$ cat src/design/evt3_pkg.sv
package evt3_pkg;

    localparam int VECTOR_WIDE = 12;
    localparam int VECTOR_NARROW = 8;
    localparam int IDX_W = $clog2(VECTOR_WIDE);

    localparam logic [47:0] WRAP_LIMIT = 48'hFFF000 - (48'd10 << 12);

    typedef enum logic [3:0] {
        KIND_ROW       = 4'h0,
        KIND_ROW_OTHER = 4'h1,
        KIND_X_POS     = 4'h2,
        KIND_X_BASE    = 4'h3,
        KIND_VECT12    = 4'h4,
        KIND_VECT8     = 4'h5,
        KIND_TIME_LOW  = 4'h6,
        KIND_TIME_HIGH = 4'h8
    } word_kind_t;

    typedef struct packed {
        logic [11:0]            x_base;
        logic [VECTOR_WIDE-1:0] mask;
        logic [10:0]            row;
        logic [47:0]            stamp;
        logic                   pol;
    } event_job_t;

endpackage

$ cat src/design/evt3_emit.sv
module evt3_emit
    import evt3_pkg::*;
(
    input  logic        aclk,
    input  logic        aresetn,
    input  logic        job_push,
    input  event_job_t  job_in,
    output logic        job_free,
    output logic        m_tvalid,
    input  logic        m_tready,
    output logic [71:0] m_tdata,   // event_x[11:0], event_y[22:12], event_time[70:23], event_polarity[71]
    output logic        m_tlast
);

    logic                   job_valid_reg;
    event_job_t             job_reg;
    logic                   m_tvalid_reg;
    logic [71:0]            m_tdata_reg;
    logic                   m_tlast_reg;

    logic [IDX_W-1:0]       idx;
    logic [VECTOR_WIDE-1:0] rest;
    logic [11:0]            col;
    logic                   out_load;
    logic                   job_done;

    // lowest set bit goes first
    always_comb begin
        idx = '0;
        for (int i = VECTOR_WIDE - 1; i >= 0; i--) begin
            if (job_reg.mask[i]) begin
                idx = IDX_W'(i);
            end
        end
    end

    assign rest     = job_reg.mask & (job_reg.mask - 1'b1);
    assign col      = job_reg.x_base + 12'(idx);
    assign out_load = job_valid_reg && (!m_tvalid_reg || m_tready);
    assign job_done = out_load && (rest == '0);
    assign job_free = !job_valid_reg || job_done;

    always_ff @(posedge aclk) begin
        if (!aresetn) begin
            job_valid_reg <= 1'b0;
            m_tvalid_reg  <= 1'b0;
        end else begin
            if (job_push) begin
                job_valid_reg <= 1'b1;
            end else if (job_done) begin
                job_valid_reg <= 1'b0;
            end
            if (out_load) begin
                m_tvalid_reg <= 1'b1;
            end else if (m_tready) begin
                m_tvalid_reg <= 1'b0;
            end
        end
    end

    always_ff @(posedge aclk) begin
        if (job_push) begin
            job_reg <= job_in;
        end else if (out_load) begin
            job_reg.mask <= rest;
        end
        if (out_load) begin
            m_tdata_reg <= {job_reg.pol, job_reg.stamp, job_reg.row, col};
            m_tlast_reg <= (rest == '0);
        end
    end

    assign m_tvalid = m_tvalid_reg;
    assign m_tdata  = m_tdata_reg;
    assign m_tlast  = m_tlast_reg;

    a_job_not_empty: assert property (@(posedge aclk) disable iff (!aresetn)
        job_valid_reg |-> (job_reg.mask != '0))
        else $error("pending job has no events left");

    a_push_when_free: assert property (@(posedge aclk) disable iff (!aresetn)
        job_push |-> job_free)
        else $error("job pushed over a busy job");

    a_done_sets_last: assert property (@(posedge aclk) disable iff (!aresetn)
        job_done |=> (m_tvalid_reg && m_tlast_reg))
        else $error("final event of a job not marked last");

    a_load_sets_valid: assert property (@(posedge aclk) disable iff (!aresetn)
        (out_load && !job_done) |=> (m_tvalid_reg && !m_tlast_reg && job_valid_reg))
        else $error("mid-job event mishandled");

endmodule

$ cat src/design/evt3_event_stream_decoder.sv
// An accepted word is registered in word_reg, then in the emitter's job_reg, then on m_tdata.
// Throughput: one word per cycle unless a word with events waits for the emitter; a word
// that yields k events occupies the event emitter until its k-th event is loaded (one event
// per cycle unless m_tready stalls), and the next word with events holds s_tready low meanwhile.
// Reset: synchronous, active low aresetn clears all decoder state and empties the pipeline.
module evt3_event_stream_decoder
    import evt3_pkg::*;
(
    input  logic        aclk,
    input  logic        aresetn,
    input  logic        s_tvalid,
    output logic        s_tready,
    input  logic [15:0] s_tdata,   // raw_word[15:0]
    output logic        m_tvalid,
    input  logic        m_tready,
    output logic [71:0] m_tdata,   // event_x[11:0], event_y[22:12], event_time[70:23], event_polarity[71]
    output logic        m_tlast    // last_of_word
);

    logic        word_valid_reg;
    logic [15:0] word_reg;

    logic        base_seen_reg,    base_seen_next;
    logic [47:0] time_base_reg,    time_base_next;
    logic [23:0] wrap_count_reg,   wrap_count_next;
    logic [47:0] now_time_reg,     now_time_next;
    logic [11:0] column_base_reg,  column_base_next;
    logic [10:0] row_now_reg,      row_now_next;
    logic        polarity_now_reg, polarity_now_next;
    logic        change_mode_reg,  change_mode_next;

    logic [3:0]  kind;
    logic [11:0] pay;
    logic [47:0] cand;
    logic [47:0] diff;
    logic        has_events;
    event_job_t  job;
    logic        job_free;
    logic        word_go;

    assign kind = word_reg[15:12];
    assign pay  = word_reg[11:0];
    assign cand = {wrap_count_reg, pay, 12'd0};
    assign diff = time_base_reg - cand;

    always_comb begin
        base_seen_next    = base_seen_reg;
        time_base_next    = time_base_reg;
        wrap_count_next   = wrap_count_reg;
        now_time_next     = now_time_reg;
        column_base_next  = column_base_reg;
        row_now_next      = row_now_reg;
        polarity_now_next = polarity_now_reg;
        change_mode_next  = change_mode_reg;
        has_events        = 1'b0;
        job.x_base        = column_base_reg;
        job.mask          = pay;
        job.row           = row_now_reg;
        job.stamp         = now_time_reg;
        job.pol           = polarity_now_reg;

        if (!base_seen_reg) begin
            if (kind == KIND_TIME_HIGH) begin
                time_base_next = {24'd0, pay, 12'd0};
                base_seen_next = 1'b1;
            end
        end else begin
            case (kind)
                KIND_TIME_HIGH: begin
                    if ((time_base_reg > cand) && (diff >= WRAP_LIMIT)) begin
                        time_base_next  = {wrap_count_reg + 24'd1, pay, 12'd0};
                        wrap_count_next = wrap_count_reg + 24'd1;
                    end else begin
                        time_base_next = cand;
                    end
                    now_time_next = time_base_next;
                end
                KIND_TIME_LOW: begin
                    now_time_next = time_base_reg + {36'd0, pay};
                end
                KIND_ROW: begin
                    change_mode_next = 1'b1;
                    row_now_next     = pay[10:0];
                end
                KIND_ROW_OTHER: begin
                    change_mode_next = 1'b0;
                end
                KIND_X_BASE: begin
                    polarity_now_next = pay[11];
                    column_base_next  = {1'b0, pay[10:0]};
                end
                KIND_X_POS: begin
                    column_base_next = {1'b0, pay[10:0]};
                    job.x_base       = {1'b0, pay[10:0]};
                    job.mask         = VECTOR_WIDE'(1);
                    job.pol          = pay[11];
                    has_events       = change_mode_reg;
                end
                KIND_VECT12: begin
                    column_base_next = column_base_reg + 12'(VECTOR_WIDE);
                    has_events       = change_mode_reg && (pay != '0);
                end
                KIND_VECT8: begin
                    column_base_next = column_base_reg + 12'(VECTOR_NARROW);
                    job.mask         = {{(VECTOR_WIDE - VECTOR_NARROW){1'b0}},
                                        pay[VECTOR_NARROW-1:0]};
                    has_events       = change_mode_reg && (pay[VECTOR_NARROW-1:0] != '0);
                end
                default: begin
                end
            endcase
        end
    end

    assign word_go  = word_valid_reg && (job_free || !has_events);
    assign s_tready = !word_valid_reg || word_go;

    always_ff @(posedge aclk) begin
        if (!aresetn) begin
            word_valid_reg   <= 1'b0;
            base_seen_reg    <= 1'b0;
            time_base_reg    <= '0;
            wrap_count_reg   <= '0;
            now_time_reg     <= '0;
            column_base_reg  <= '0;
            row_now_reg      <= '0;
            polarity_now_reg <= 1'b0;
            change_mode_reg  <= 1'b0;
        end else begin
            if (s_tready) begin
                word_valid_reg <= s_tvalid;
            end
            if (word_go) begin
                base_seen_reg    <= base_seen_next;
                time_base_reg    <= time_base_next;
                wrap_count_reg   <= wrap_count_next;
                now_time_reg     <= now_time_next;
                column_base_reg  <= column_base_next;
                row_now_reg      <= row_now_next;
                polarity_now_reg <= polarity_now_next;
                change_mode_reg  <= change_mode_next;
            end
        end
    end

    always_ff @(posedge aclk) begin
        if (s_tready && s_tvalid) begin
            word_reg <= s_tdata;
        end
    end

    evt3_emit u_emit (
        .aclk     (aclk),
        .aresetn  (aresetn),
        .job_push (word_go && has_events),
        .job_in   (job),
        .job_free (job_free),
        .m_tvalid (m_tvalid),
        .m_tready (m_tready),
        .m_tdata  (m_tdata),
        .m_tlast  (m_tlast)
    );

endmodule
$ cat config.mk
export PLATFORM = sky130hd
export DESIGN_NAME = evt3_event_stream_decoder
export DESIGN_NICKNAME = d
export VERILOG_FILES = /design/src/design/evt3_pkg.sv /design/src/design/evt3_emit.sv /design/src/design/evt3_event_stream_decoder.sv
export SDC_FILE = /design/constraint.sdc
export NUM_CORES = 1
export LEC_CHECK = 0
export BUFFER_PORTS_ARGS = -buffer_cell sky130_fd_sc_hd__buf_2
export CAP_MARGIN = 20
export CORE_ASPECT_RATIO = 0.5
export CORE_MARGIN = 2
export CORE_UTILIZATION = 50
export CTS_CLUSTER_DIAMETER = 150
export DETAILED_ROUTE_END_ITERATION = 8
export PLACE_DENSITY = 0.78
export SLEW_MARGIN = 10
export SYNTH_ARGS = -nofsm -noshare
export SYNTH_HDL_FRONTEND = slang
export SYNTH_SLANG_ARGS = --single-unit
$ cat constraint.sdc
create_clock -name aclk -period 6.75 [get_ports aclk]
set_clock_uncertainty 0.05 [all_clocks]
set_input_delay 0.3375 -clock aclk [delete_from_list [all_inputs] [get_ports aclk]]
set_output_delay 0.3375 -clock aclk [all_outputs]
set_load 0.01 [all_outputs]
---- Word level (Yosys, flattened, before mapping) ----
Index checks and enable logic that the tools add are counted.
word-level totals
  register bits ........................... 322
  bits in latches ......................... 0
  RAM bits ................................ 0
  ROM bits ................................ 0
  input port bits ......................... 20
  output and inout bits ................... 75
  logic and storage cells ................. 104
  memories ................................ 0
cells by class
  add/subtract/negate cells ............... 7
  multiply operators ...................... 0
  divide/modulo/power cells ............... 0
  $lt $le $gt $ge ......................... 2
  equal/unequal tests ..................... 7
  shift-type cells ........................ 0
  mux-type cells .......................... 34
  bitwise operators ....................... 1
  reductions and logical operators ........ 34
operators by type and width
  cell                                                                 number
  two-way mux 48 bit                                                   4
  one-hot mux 48 bit (2 select lines)                                  1
  adder 48 x 12 -> 48 bit                                              1
  greater-or-equal comparator 48 x 24 -> 1 bit, second input constant  1
  greater-than comparator 48 bit                                       1
  two-way mux 4 bit                                                    12
  subtractor 48 bit                                                    1
  two-way mux 12 bit                                                   3
  one-hot mux 12 bit (3 select lines)                                  1
  adder 12 x 4 -> 12 bit, second input constant                        2
  adder 24 x 1 -> 24 bit, second input constant                        1
  two-way mux 24 bit                                                   1
  one-hot mux 12 bit (2 select lines)                                  1
  AND reduction 3 bit                                                  5
  adder 12 x 4 -> 12 bit                                               1
  AND 12 bit                                                           1
  equality test 4 x 3 -> 1 bit, second input constant                  3
  zero test 12 bit                                                     1
  nonzero test 12 bit                                                  1
  subtractor 12 x 1 -> 12 bit, second input constant                   1
  nonzero test 2 bit                                                   5
  two-way mux 1 bit                                                    9
  equality test 4 x 2 -> 1 bit, second input constant                  2
  logical AND 1 bit                                                    8
  other kinds (12)                                                     18

---- Logic depth before layout (Yosys ltp) ----
  depth in word-level cells ............... 13
  depth in mapped cells ................... 20
  depth with buffers taken out ............ 20

---- Cells and area by module ----
A second synthesis with hierarchy kept.
second synthesis, totals
  cells, all modules ...................... 1507
  area total of the unflattened synthesis .. 14860.5 µm²
modules (own cells, without submodules)
  module                     instances  cells an instance  area each (µm²)  seq. area each (µm²)
  evt3_event_stream_decoder  1          1227               9350.2           3183.1
  evt3_emit                  1          280                5510.3           4754.6

---- Worst setup path after synthesis ----
No wires, ideal clock.
  kind .................................... reg-to-reg
  start point ............................. reg u_emit.job_reg[63] in the netlist's numbering
  end point ............................... reg u_emit.job_reg[62] in the netlist's numbering, data pin
  library setup time ...................... 0.370 ns
  arrival ................................. 4.807 ns
  required time ........................... 6.330 ns
  path slack .............................. 1.522 ns
  stages on the path, launching flop included .. 11
  path buffers ............................ 1
  period minus slack after synthesis ...... 5.228 ns
  cell sequence ........................... edfxtp_1 or3_4 or4_4 nand2b_1 o32ai_1 a41oi_2 a21boi_2 nand2_1 inv_1 clkbuf_1 o21ai_0
between the ends
  word-level cells in the longest chain between the ends .. 9
RTL lines
  element                      line                              RTL
  start: declaration           evt3_emit.sv:16                   event_job_t job_reg;
  start signal: assignment     evt3_emit.sv:63                   job_reg <= job_in;
  subtractor 12 x 1 -> 12 bit  evt3_emit.sv:37                   assign rest = job_reg.mask & (job_reg.mask - 1'b1);
  AND 12 bit (*)               evt3_emit.sv:37
  zero test 12 bit (*)         evt3_emit.sv:40                   assign job_done = out_load && (rest == '0);
  logical AND 1 bit (*)        evt3_emit.sv:40
  logical OR 1 bit (*)         evt3_emit.sv:41                   assign job_free = !job_valid_reg || job_done;
  logical OR 1 bit (*)         evt3_event_stream_decoder.sv:115  assign word_go = word_valid_reg && (job_free || !has_events);
  logical AND 1 bit (*)        evt3_event_stream_decoder.sv:115
  logical AND 1 bit (*)        evt3_event_stream_decoder.sv:155  .job_push (word_go && has_events),
  via u_emit.job_push          evt3_emit.sv:6                    input logic job_push,
  two-way mux 12 bit (*)       evt3_emit.sv:62                   if (job_push) begin
The timed path passes the listed nets; every way through them passes the cells marked *.
A chain may end at the register's enable or synchronous reset.

---- Final worst setup path ----
  start point ............................. reg wrap_count_reg[6]
  end point ............................... reg now_time_reg[33]
between the ends
  word-level cells in the longest chain between the ends .. 5
  elaborated cells on any way between the ends .. 7
  classes of those cells .................. add/sub (2); order compare (2); mux (2); reduce/logical (1)
RTL lines
  element                                       line                              RTL
  start: declaration                            evt3_event_stream_decoder.sv:25   logic [23:0] wrap_count_reg, wrap_count_next;
  start signal: assignment                      evt3_event_stream_decoder.sv:136  wrap_count_reg <= wrap_count_next;
  subtractor 48 bit                             evt3_event_stream_decoder.sv:44   assign diff = time_base_reg - cand;
  greater-or-equal comparator 48 x 24 -> 1 bit  evt3_event_stream_decoder.sv:70   if ((time_base_reg > cand) && (diff >= WRAP_LIMIT)) begin
  logical AND 1 bit                             evt3_event_stream_decoder.sv:70
  two-way mux 48 bit (*)                        evt3_event_stream_decoder.sv:70
  one-hot mux 48 bit (2 select lines) (*)       evt3_event_stream_decoder.sv:68   case (kind)
  end signal: assignment                        evt3_event_stream_decoder.sv:137  now_time_reg <= now_time_next;
  end: declaration                              evt3_event_stream_decoder.sv:26   logic [47:0] now_time_reg, now_time_next;
Mark *: on every way between the ends. The rest lies on a longest branch, timed or not.

==> results.py <==
metrics = {
    "sta": {
        "setup_violations": 0,
        "tns_ns": 0,
        "rsz0062_at_grt": "no",
        "relSlewSlack_pct": 31.21,
        "period_share_pct": 72.84,
        "final_max_slew_viol_count": 0,
        "hold_violations": 0,
        "worst_slew_pin_slew_ns": 1.032,
        "max_freq_ghz": 0.2034,
        "period_minus_slack_ns": 4.917,
    },
    "die": {
        "rows": 44,
        "die_w_um": 248.9,
        "start_util_pct": 51.28,
        "placeableCoreArea_um2": 29230,
        "io_pins": 95,
        "dieArea_um2": 31470,
        "die_y_um": 126.4,
    },
    "critical_path": {
        "critPathCaptureType": "register",
        "cp.arrival_ns": 5.35,
        "cp-start-kind": "register",
        "critPathKind": "reg2reg",
        "cp_max_fo": 53,
        "worst_ep_required_time_ns": 7.18,
    },
    "placed_design": {
        "hpwl_mm": 26.52,
        "gp_congestion": 1.027,
        "numPortBuffers": 94,
    },
    "finish": {
        "final_common_cell": "edfxtp_1",
        "nets": 1630,
        "layout_common_cells": "173 x edfxtp_1, 140 x nand2_1, 139 x nor2_1",
        "diodes": 0,
        "largest_reg_flops": 84,
        "drive_above_1_share_pct": 12.56,
        "syn2layout_area_growth_pct": 11.79,
    },
    "yosys": {
        "syn-cell-area_um2": 14990,
        "async_flop_share_pct": 0,
        "synth_cell_types": 92,
        "synth_edf_count": 173,
        "yosys_warnings": 0,
        "ys_seq_elements": 310,
        "syn_nets": 1559,
        "ys_seq_area_share_pct": 52.95,
        "synth.avg_cell_area_um2": 10.04,
        "synth_ff_type": "edfxtp_1",
        "synthCells": 1493,
    },
    "drt": {
        "drt_iter0_drc": 1217,
        "routed_wl_mm": 38.25,
        "viasPerCell": 6.001,
        "wl_per_cell_um": 19.36,
        "postRouteAntennaNets": 0,
        "drcViolationCount": 0,
        "via_count": 11860,
        "drtPass1Iterations": 5,
    },
    "run": {
        "drv_cap": 0,
    },
    "power": {
        "p_total_uw": 3677,
        "vdd_drop_max_mv": 0.1729,
        "power_density_nw_per_um2": 219.4,
        "p_leak_uw": 0.006509,
    },
    "clocking": {
        "clock_path_buffers": 3,
        "cts_resized": 0,
        "cts_tree": "yes",
        "cts_made_buffers": 28,
        "clkTransAtPathRegs_ns": 0.07,
        "clock_latency_ns": 0.58,
        "cts-htree-levels": 1,
        "cts-root-buf": "clkbuf_16",
        "clock_sinks": 310,
    },
    "grt": {
        "grt_pass1_vias": 11060,
        "antenna_found_initial": 0,
        "grt_overflow_total": 0,
        "grt_max_degree": 75,
        "grt_use_total_pct": 24.10,
        "grt_first_pass_wirelength_mm": 60.80,
    },
    "hold_path": {
        "min_path_type": "in2reg",
    },
    "status": {
        "outcome": "completed",
    },
}
area by class of cell:
| cell class | count | area, µm² |
|---|---|---|
| fill | 2430 | 12470 |
| multi-input combinational | 1035 | 6464 |
| sequential | 310 | 7938 |
| clock buffer | 33 | 729.5 |
| tap | 391 | 489.2 |
| inverter | 65 | 244.0 |
| clock inverter | 18 | 156.4 |
| timing repair buffer | 124 | 739.5 |
what timing repair did:
action                                 in CTS  in global routing
buffers inserted                            0                  0
hold buffers                               16                  0
endpoints found under the hold margin      16                  0
metal layers:
metal / vias to the layer above / share of wire [%] / GRT usage, %
li1: 5637 / - / -
met1: 5610 / 44 / 33.79
met2: 504 / 45 / 37.85
met3: 106 / 7.1 / 3.099
met4: 0 / 4.8 / 10.73
met5: - / 0 / 0
power breakdown:
part | internal (µW) | switching [µW] | total, µW | leakage, µW
Clock | 825 | 720 | 1550 | 0.000442
Combinational | 42.4 | 83.6 | 126 | 0.00325
Sequential | 1980 | 22.1 | 2010 | 0.00281
final timing paths:
check                          start            endpoint  slack (ns)  cells after the start
setup / recovery   wrap_count_reg[6]    now_time_reg[33]        1.83                     15
hold / removal              s_tvalid      word_valid_reg        0.03                      3
setup reg to reg   wrap_count_reg[6]    now_time_reg[33]        1.83                     15
hold reg to reg   u_emit.job_reg[14]  u_emit.m_tdata[36]        0.36                      0
synth_stat cells (10+ instances only):
cell	count	area [µm²]
nand2b_1	10	62.56
clkbuf_1	53	198.9
a31oi_1	12	75.07
and3_1	29	181.4
o21ai_1	19	95.09
xor2_1	10	87.58
nand4_1	31	193.9
mux2i_1	15	150.1
o211a_1	12	120.1
a22oi_1	27	202.7
nand2_1	140	525.5
o21a_1	12	90.09
o211ai_1	17	127.6
buf_2	24	120.1
xnor2_1	56	490.5
nand3_1	60	300.3
inv_1	62	232.7
nor3_1	23	115.1
nor2b_1	12	75.07
o22ai_1	20	125.1
a21o_1	15	112.6
dfxtp_1	137	2743
a21oi_1	107	535.5
nor2_1	139	521.8
edfxtp_1	173	5195
o21ai_0	87	435.4
ha_1	44	550.5
nor4_1	11	68.82
metrics by stage:
stage | instances | setup slack [ns] | hold slack, ns | cell area (µm²) | utilization (%)
6_report | 1976 | 1.833 | 0.03312 | 16760 | 57.33
5_1_grt | 1976 | 1.621 | 0.07188 | 16760 | 57.33
4_1_cts | 1975 | 1.929 | 0.01705 | 16740 | 57.28
3_5_place_dp | 1908 | 1.974 | 0.3545 | 15700 | 53.70
3_3_place_gp | 1908 | 2.049 | 0.3507 | 15700 | 53.70
2_1_floorplan | 1493 | 1.522 | 0.3503 | 14990 | -
kinds of logic (layout without fill, tap and decap cells):
kind of cell | Yosys count | in the layout | synth area share (%)
AND/OR/NAND/NOR | 495 | 495 | 15.88
AO/OA/AOI/OAI | 409 | 409 | 18.03
flip-flops | 310 | 310 | 52.95
buffers and inverters | 148 | 240 | 4.056
XOR/XNOR | 66 | 66 | 3.856
adder cells (fa/ha/maj) | 48 | 48 | 4.081
multiplexers | 17 | 17 | 1.152
worst max-delay path, cell delays in order (launching register included):
cell      delay (ns)
dfxtp_1         0.47
clkinv_1        0.28
ha_1            0.53
nand4_1         0.25
nor3_1          0.37
a21boi_1        0.26
o31ai_1         0.15
or4_1           0.43
and3_1          0.19
or4_4           0.49
nor4_4          0.25
a31oi_4         0.12
buf_4           0.33
a31oi_1         0.25
nor2_1          0.06
o41ai_2         0.30
Power figures use the tool's default switching activity.
